**src/rtl/lkvc_pkg.sv**
```systemverilog
`timescale 1ns / 1ps
// Package for the LRU key-value cache: payload structs, controller command and
// status structs, field widths and register map constants. No dependencies.
package lkvc_pkg;

   localparam int KEY_WIDTH      = 10;
   localparam int VALUE_WIDTH    = 32;
   localparam int CAP_WIDTH      = 11;
   localparam int CSR_ADDR_WIDTH = 3;
   localparam int CSR_DATA_WIDTH = 32;

   localparam logic [CAP_WIDTH-1:0] CAP_RESET = 11'd1024;

   localparam logic OP_GET = 1'b0;
   localparam logic OP_PUT = 1'b1;

   localparam logic REG_CAPACITY = 1'b0;

   typedef struct packed {
      logic                          opcode;
      logic [KEY_WIDTH-1:0]          key;
      logic signed [VALUE_WIDTH-1:0] put_value;
   } req_type;

   typedef struct packed {
      logic                          hit;
      logic signed [VALUE_WIDTH-1:0] read_value;
      logic                          evicted;
      logic [KEY_WIDTH-1:0]          evicted_key;
   } rsp_type;

   typedef struct packed {
      logic clear;
      logic accept;
      logic look;
      logic store_value;
      logic unlink;
      logic insert;
      logic link;
      logic tail;
      logic ev_read;
      logic evict;
      logic load_rsp;
   } cmd_type;

   typedef struct packed {
      logic clear_last;
      logic in_range;
      logic hit;
      logic is_put;
      logic key_is_tail;
      logic evict_due;
      logic rsp_free;
   } status_type;

endpackage

```
**src/rtl/lkvc_ctrl.sv**
```systemverilog
`timescale 1ns / 1ps
// Controller state machine of the LRU key-value cache. It sequences the
// lookup, relinking and eviction steps. Depends on lkvc_pkg.
module lkvc_ctrl (
   input  logic                 clock,
   input  logic                 reset,
   input  logic                 req_valid,
   output logic                 req_stall,
   input  lkvc_pkg::status_type status,
   output lkvc_pkg::cmd_type    cmd
);

   localparam logic [2:0] ST_CLEAR  = 3'd0;
   localparam logic [2:0] ST_IDLE   = 3'd1;
   localparam logic [2:0] ST_LOOK   = 3'd2;
   localparam logic [2:0] ST_LINK   = 3'd3;
   localparam logic [2:0] ST_TAIL   = 3'd4;
   localparam logic [2:0] ST_EVREAD = 3'd5;
   localparam logic [2:0] ST_EVICT  = 3'd6;
   localparam logic [2:0] ST_DONE   = 3'd7;

   logic [2:0] state_ff;
   logic [2:0] state_in;

   assign req_stall = (state_ff != ST_IDLE);

   always_comb begin
      state_in = state_ff;
      cmd      = '0;
      unique case (state_ff)
         ST_CLEAR: begin
            cmd.clear = 1'b1;
            if (status.clear_last) begin
               state_in = ST_IDLE;
            end
         end
         ST_IDLE: begin
            if (req_valid) begin
               cmd.accept = 1'b1;
               state_in   = ST_LOOK;
            end
         end
         ST_LOOK: begin
            cmd.look = 1'b1;
            state_in = ST_DONE;
            if (status.in_range) begin
               if (status.hit) begin
                  cmd.store_value = status.is_put;
                  if (!status.key_is_tail) begin
                     cmd.unlink = 1'b1;
                     state_in   = ST_LINK;
                  end
               end else if (status.is_put) begin
                  cmd.store_value = 1'b1;
                  cmd.insert      = 1'b1;
                  state_in        = ST_LINK;
               end
            end
         end
         ST_LINK: begin
            cmd.link = 1'b1;
            state_in = ST_TAIL;
         end
         ST_TAIL: begin
            cmd.tail = 1'b1;
            state_in = status.evict_due ? ST_EVREAD : ST_DONE;
         end
         ST_EVREAD: begin
            cmd.ev_read = 1'b1;
            state_in    = ST_EVICT;
         end
         ST_EVICT: begin
            cmd.evict = 1'b1;
            state_in  = ST_DONE;
         end
         ST_DONE: begin
            if (status.rsp_free) begin
               cmd.load_rsp = 1'b1;
               state_in     = ST_IDLE;
            end
         end
         default: begin
            state_in = ST_CLEAR;
         end
      endcase
   end

   always_ff @(posedge clock) begin
      if (reset) begin
         state_ff <= ST_CLEAR;
      end else begin
         state_ff <= state_in;
      end
   end

   assert property (@(posedge clock) disable iff (reset)
      cmd.evict |-> $past(cmd.ev_read))
      else $error("Eviction without a preceding victim link read.");

   assert property (@(posedge clock) disable iff (reset)
      cmd.accept |=> cmd.look)
      else $error("Lookup does not follow an accepted transfer.");

   assert property (@(posedge clock) disable iff (reset)
      $onehot0({cmd.clear, cmd.accept, cmd.look, cmd.link, cmd.tail,
                cmd.ev_read, cmd.evict, cmd.load_rsp}))
      else $error("More than one sequencing step issued at once.");

endmodule

```
**config.mk**
```make
export PLATFORM = sky130hd
export DESIGN_NAME = lkvc_ctrl
export DESIGN_NICKNAME = d
export VERILOG_FILES = /design/src/rtl/lkvc_pkg.sv /design/src/rtl/lkvc_ctrl.sv
export SDC_FILE = /design/constraint.sdc
export NUM_CORES = 1
export LEC_CHECK = 0
export ABC_AREA = 1
export BUFFER_PORTS_ARGS = -buffer_cell sky130_fd_sc_hd__buf_2
export CAP_MARGIN = 20
export CORE_AREA = 2 2 39 41
export CTS_BUF_LIST = sky130_fd_sc_hd__clkbuf_8
export DETAILED_ROUTE_END_ITERATION = 8
export DIE_AREA = 0 0 41 43
export GPL_ROUTABILITY_DRIVEN = 0
export GPL_TIMING_DRIVEN = 0
export PLACE_DENSITY = 0.58
export SKIP_LAST_GASP = 1
export SLEW_MARGIN = 20
export SYNTH_ARGS = -nofsm -noshare
export SYNTH_HDL_FRONTEND = slang
export SYNTH_SLANG_ARGS = --single-unit
```
**constraint.sdc**
```tcl
create_clock -name clock -period 1.3 [get_ports clock]
set_input_delay 0.065 -clock clock [delete_from_list [all_inputs] [get_ports clock]]
set_output_delay 0.065 -clock clock [all_outputs]
set_load 0.01 [all_outputs]
```
== Word level (Yosys, flattened, before mapping) ==
Cells that the tools add are included.
Widths: inputs -> output; s select.

* Memory bits (read-only): 0
* Memories kept: 0
* Bits in writable memories: 0
* Bits in latches: 0
* Bits in registers: 3
* Output and inout port bits: 12
* Word-level logic and storage cells: 39
* Input port bits: 10

* Bitwise gates (word level): 0
* Reductions and logical operators: 2
* Add/sub/neg operators: 0
* $lt $le $gt $ge: 0
* Eq/ne operators: 11
* Muxes and demuxes: 25
* Multipliers: 0
* Shift operators: 0
* Div/mod/pow operators: 0

{| class="wikitable"
|+ Operators with widths
! kind !! number
|-
| $mux 3 || 8
|-
| $pmux 3 s8 || 1
|-
| $mux 1 || 14
|-
| $eq 3x3->1 const B || 4
|-
| $eq 3x2->1 const B || 2
|-
| $ne 2x2->1 const B || 3
|-
| $mux 4 || 1
|-
| $eq 3x1->1 const B || 1
|-
| $logic_not 3->1 || 1
|-
| $ne 3x1->1 const B || 1
|-
| $reduce_and 3->1 || 1
|-
| $mux 2 || 1
|}

== Longest topological paths before layout ==
* Depth after elaboration: 4
* Depth in mapped cells: 6
* Gate-level depth less buffers: 6

== Worst setup path after synthesis ==
OpenSTA, ideal clock, no wires.

* Kind: register -> output
* Start point: register state_ff[0]
* End point: output cmd[9] in the netlist's numbering
* Cell stages (with the launch flop): 5
* Required time: 1235 ps
* Buffers on the path: 0
* Arrival: 860 ps
* Slack: 375 ps
* Path through: dfxtp_1 inv_2 nor2_2 nand2_1 nor2_1

{| class="wikitable"
|+ RTL lines
! element !! line !! text
|-
| start, declared || lkvc_ctrl.sv:22 || <nowiki>logic [2:0] state_ff;</nowiki>
|-
| start signal, assigned || lkvc_ctrl.sv:92 || <nowiki>state_ff <= state_in;</nowiki>
|-
| end, declared || lkvc_ctrl.sv:10 || <nowiki>output lkvc_pkg::cmd_type cmd</nowiki>
|}

==> results by group <==
Status
  – Run status: complete, no violations

Finish
  – Max reg flops: 3
  – Antenna Cells: 0
  – Final #Nets: 88
  – Area Growth Syn to Fin: 60.9%
  – Layout cells sized above 1: 0.390
  – Multi-input gate area: 176 sq um
  – Largest registers: state_ff: 3 flops
  – Register area: 61.3 sq um
  – Cell Count, Final, Fillers Out: 93
  – Most flops, register: state_ff
  – Fill count: 168

Drt
  – Drt total wl: 704 um
  – Average wire per standard cell: 7.57 um
  – DR iter-0 viols: 2
  – DR pass1 iterations: 2
  – Via/cell ratio: 4.19
  – DR DRC count: 0
  – Post-DRT Antenna Nets: 0
  – Total number of vias: 390

Placed design
  – Detailed placement HPWL: 579 um
  – Inst Count DP: 89
  – DP Worst Slack: 271 ps
  – Port Buf Inserts: 21

Yosys
  – Adder-cell share of the synthesized area: 0
  – Simple-gate share of the synthesized area: 0.564
  – Syn Nets: 62
  – Netlist cell types: 14
  – Dominant cells by area after synthesis: dfxtp_1 21%, nor2_1 16%, inv_1 13%, nand2_1 12%, nand3_1 11%
  – Synth Instances: 52
  – Yosys Warn Count: 0
  – Largest family of logic cells by synthesized area: simple AND/OR/NAND/NOR gates
  – Synth Area in XOR/XNOR: 0
  – Flip-flop and latch count after synthesis: 3
  – Synth Cell Area: 282 sq um
  – Syn Area/Cell: 5.41 sq um
  – Post-synthesis mux area share: 0
  – Post-synth top area cell: dfxtp_1
  – Yosys top cell area share: 0.213
  – Compound-Gate Fraction of Synth Area: 0.0622
  – Sequential area share after synthesis: 0.213

STA
  – Min Clock Period, post-route: 1160 ps
  – RSZ-0062 raised after global routing: false
  – F_max: 0.861 GHz
  – Final setup viols: 0
  – Max Slew Vio Count: 0
  – Worst Skew: 1.09 ps
  – Worst hold margin: 23.7 ps
  – Final setup TNS: 0 ps
  – Worst-margin pin slew: 222 ps
  – Final period utilization: 0.893
  – Hold Vio Cnt, Final: 0
  – Slew margin rel.: 0.852
  – Post-route setup slack: 139 ps

Floorplan
  – Initial Util: 0.203
  – DIE AREA: 0.00176 sq mm
  – Core area: 0.00138 sq mm
  – Ports: 22
  – Die Ht: 43 um
  – Rows: 14
  – Die Wd: 41 um

Pwr
  – Clock share of power: 0.279
  – Switch share: 0.436
  – Switch Pwr: 0.400 mW
  – Internal: 0.517 mW
  – Max IR drop VDD: 0.570 mV
  – Comb power frac: 0.500
  – Leak: 0.290 nW
  – Sequential power share: 0.221
  – PwrDens: 2020 mW/mm^2

Clock network
  – Clock Latency Late Sink: 210 ps
  – CTS max path bufs: 2
  – H-Tree Depth: 1
  – TritonCTS Buffers: 3
  – CTS tree: built
  – Root Driver: clkbuf_8
  – CTS Sinks: 3
  – CTS clock-pin slew for the worst setup and hold paths: 30 ps

Setup path
  – WP data required: 1240 ps
  – Startpoint Class: flop
  – Slowest-stage cell, CP: dfxtp_1
  – RR Endpoint: state_ff[1]
  – R2R cell count: 5
  – Setup CP Type: flop to output pin
  – Worst-path fanout max: 7
  – Slowest stage delay, CP: 430 ps
  – Largest delay share family, worst path: flip-flops
  – Setup crit end kind: output pin
  – Buf/Inv on CP: 2
  – Critical Path AT: 1100 ps
  – Crit Reg-Reg Startpoint: state_ff[2]
  – Cell Chain, Critical Path: inv_2, nor2_2, nand2_1, nor2_1, buf_2
  – R2R setup slack: 270 ps

Flow run
  – Max_cap viols: 0

Global route
  – Gr ovfl total: 0
  – Vias in the first global route: 305
  – Largest net degree at the start of global routing: 9
  – Initial antenna violation count: 0
  – Global-route wire length before repair: 1.04 mm
  – Total track usage: 0.0863

Hold path
  – Worst hold-check path type: input port to flop
  – Hold depth: 2
  – Hold EP: state_ff[0]
  – Worst Hold Launch: reset
==> metal layers <==
layer / up-vias / global-route usage / wire, um
met5: - / 0 / 0
met4: 0 / 0.0600 / 9
met3: 2 / 0.0314 / 49
met2: 15 / 0.134 / 326
met1: 163 / 0.0897 / 318
li1: 210 / - / -
==> placed cells by master, fill, tap and decap left out, types with 2 or more instances in the layout <==
| cell type | n |
|---|---|
| inv_2 | 2 |
| nor2_1 | 12 |
| inv_1 | 11 |
| nand2_1 | 9 |
| clkbuf_8 | 3 |
| nand3_1 | 6 |
| buf_2 | 21 |
| dfxtp_1 | 2 |
| nor3_1 | 2 |
| nand3_2 | 2 |
==> final cells by class <==
cell class	count	share of cell area
Clock buffer	3	0.0912
Timing Repair Buffer	21	0.232
Sequential cell	3	0.135
Inverter	12	0.0994
Tap cell	16	0.0442
Multi-Input combinational cell	37	0.390
Clock inverter	1	0.00829
==> worst max-delay path by stage <==
stage                        to         from  slack, ps  cells past startpoint
floorplan                cmd[9]  state_ff[0]        380                      4
global placement    state_ff[1]  state_ff[2]        280                      5
finish                   cmd[9]  state_ff[0]        140                      5
global route             cmd[9]  state_ff[0]         20                      5
CTS                      cmd[6]  state_ff[1]         50                      5
detailed placement  state_ff[1]  state_ff[2]        270                      5
==> metrics by stage <==
| stage | total power [mW] | utilization | cell area [sq um] |
|---|---|---|---|
| after floorplan | 0.514 | - | 282 |
| after detailed placement | 0.664 | 0.294 | 407 |
| final | 0.917 | 0.327 | 453 |
| after CTS | 0.926 | 0.326 | 452 |
| after global placement | 0.660 | 0.294 | 407 |
| after global routing | 1.01 | 0.327 | 453 |
==> power groups by stage <==
stage | clock network, mW | registers (mW) | logic [mW]
floorplan | 0 | 0.188 | 0.326
global placement | 0 | 0.202 | 0.458
detailed placement | 0 | 0.202 | 0.461
CTS | 0.261 | 0.201 | 0.464
global route | 0.275 | 0.213 | 0.525
finish | 0.256 | 0.202 | 0.459
==> worst reg2reg max path: stages (launching register included) <==
cell and delay, ps:
dfxtp_1 420, inv_2 120, nand3_1 160, nand3_2 80, nor2_1 90, nor2_1 50
==> cells in the mapped netlist, drive strengths merged <==
cell	instances
inv	12
dfxtp	3
o21ai	1
nand3b	1
nand2	9
a21boi	1
nand4	1
a21oi	1
nor2	13
nor3	2
nand3	8
==> what timing repair did <==
item | CTS | global route
hold buffers | 0 | 0
setup endpoints to repair | 0 | 4
setup buffers | 0 | 0
resized for setup | 0 | 1
hold endpoints to repair | 0 | 0
==> kinds of logic (layout without fill, tap and decap cells) <==
family | after synthesis | in the layout
and+or+nand+nor | 34 | 34
DFF | 3 | 3
AOI/OAI and AO/OA | 3 | 3
buffers and inverters | 12 | 37
No activity file was read; power rests on OpenSTA's default activity.
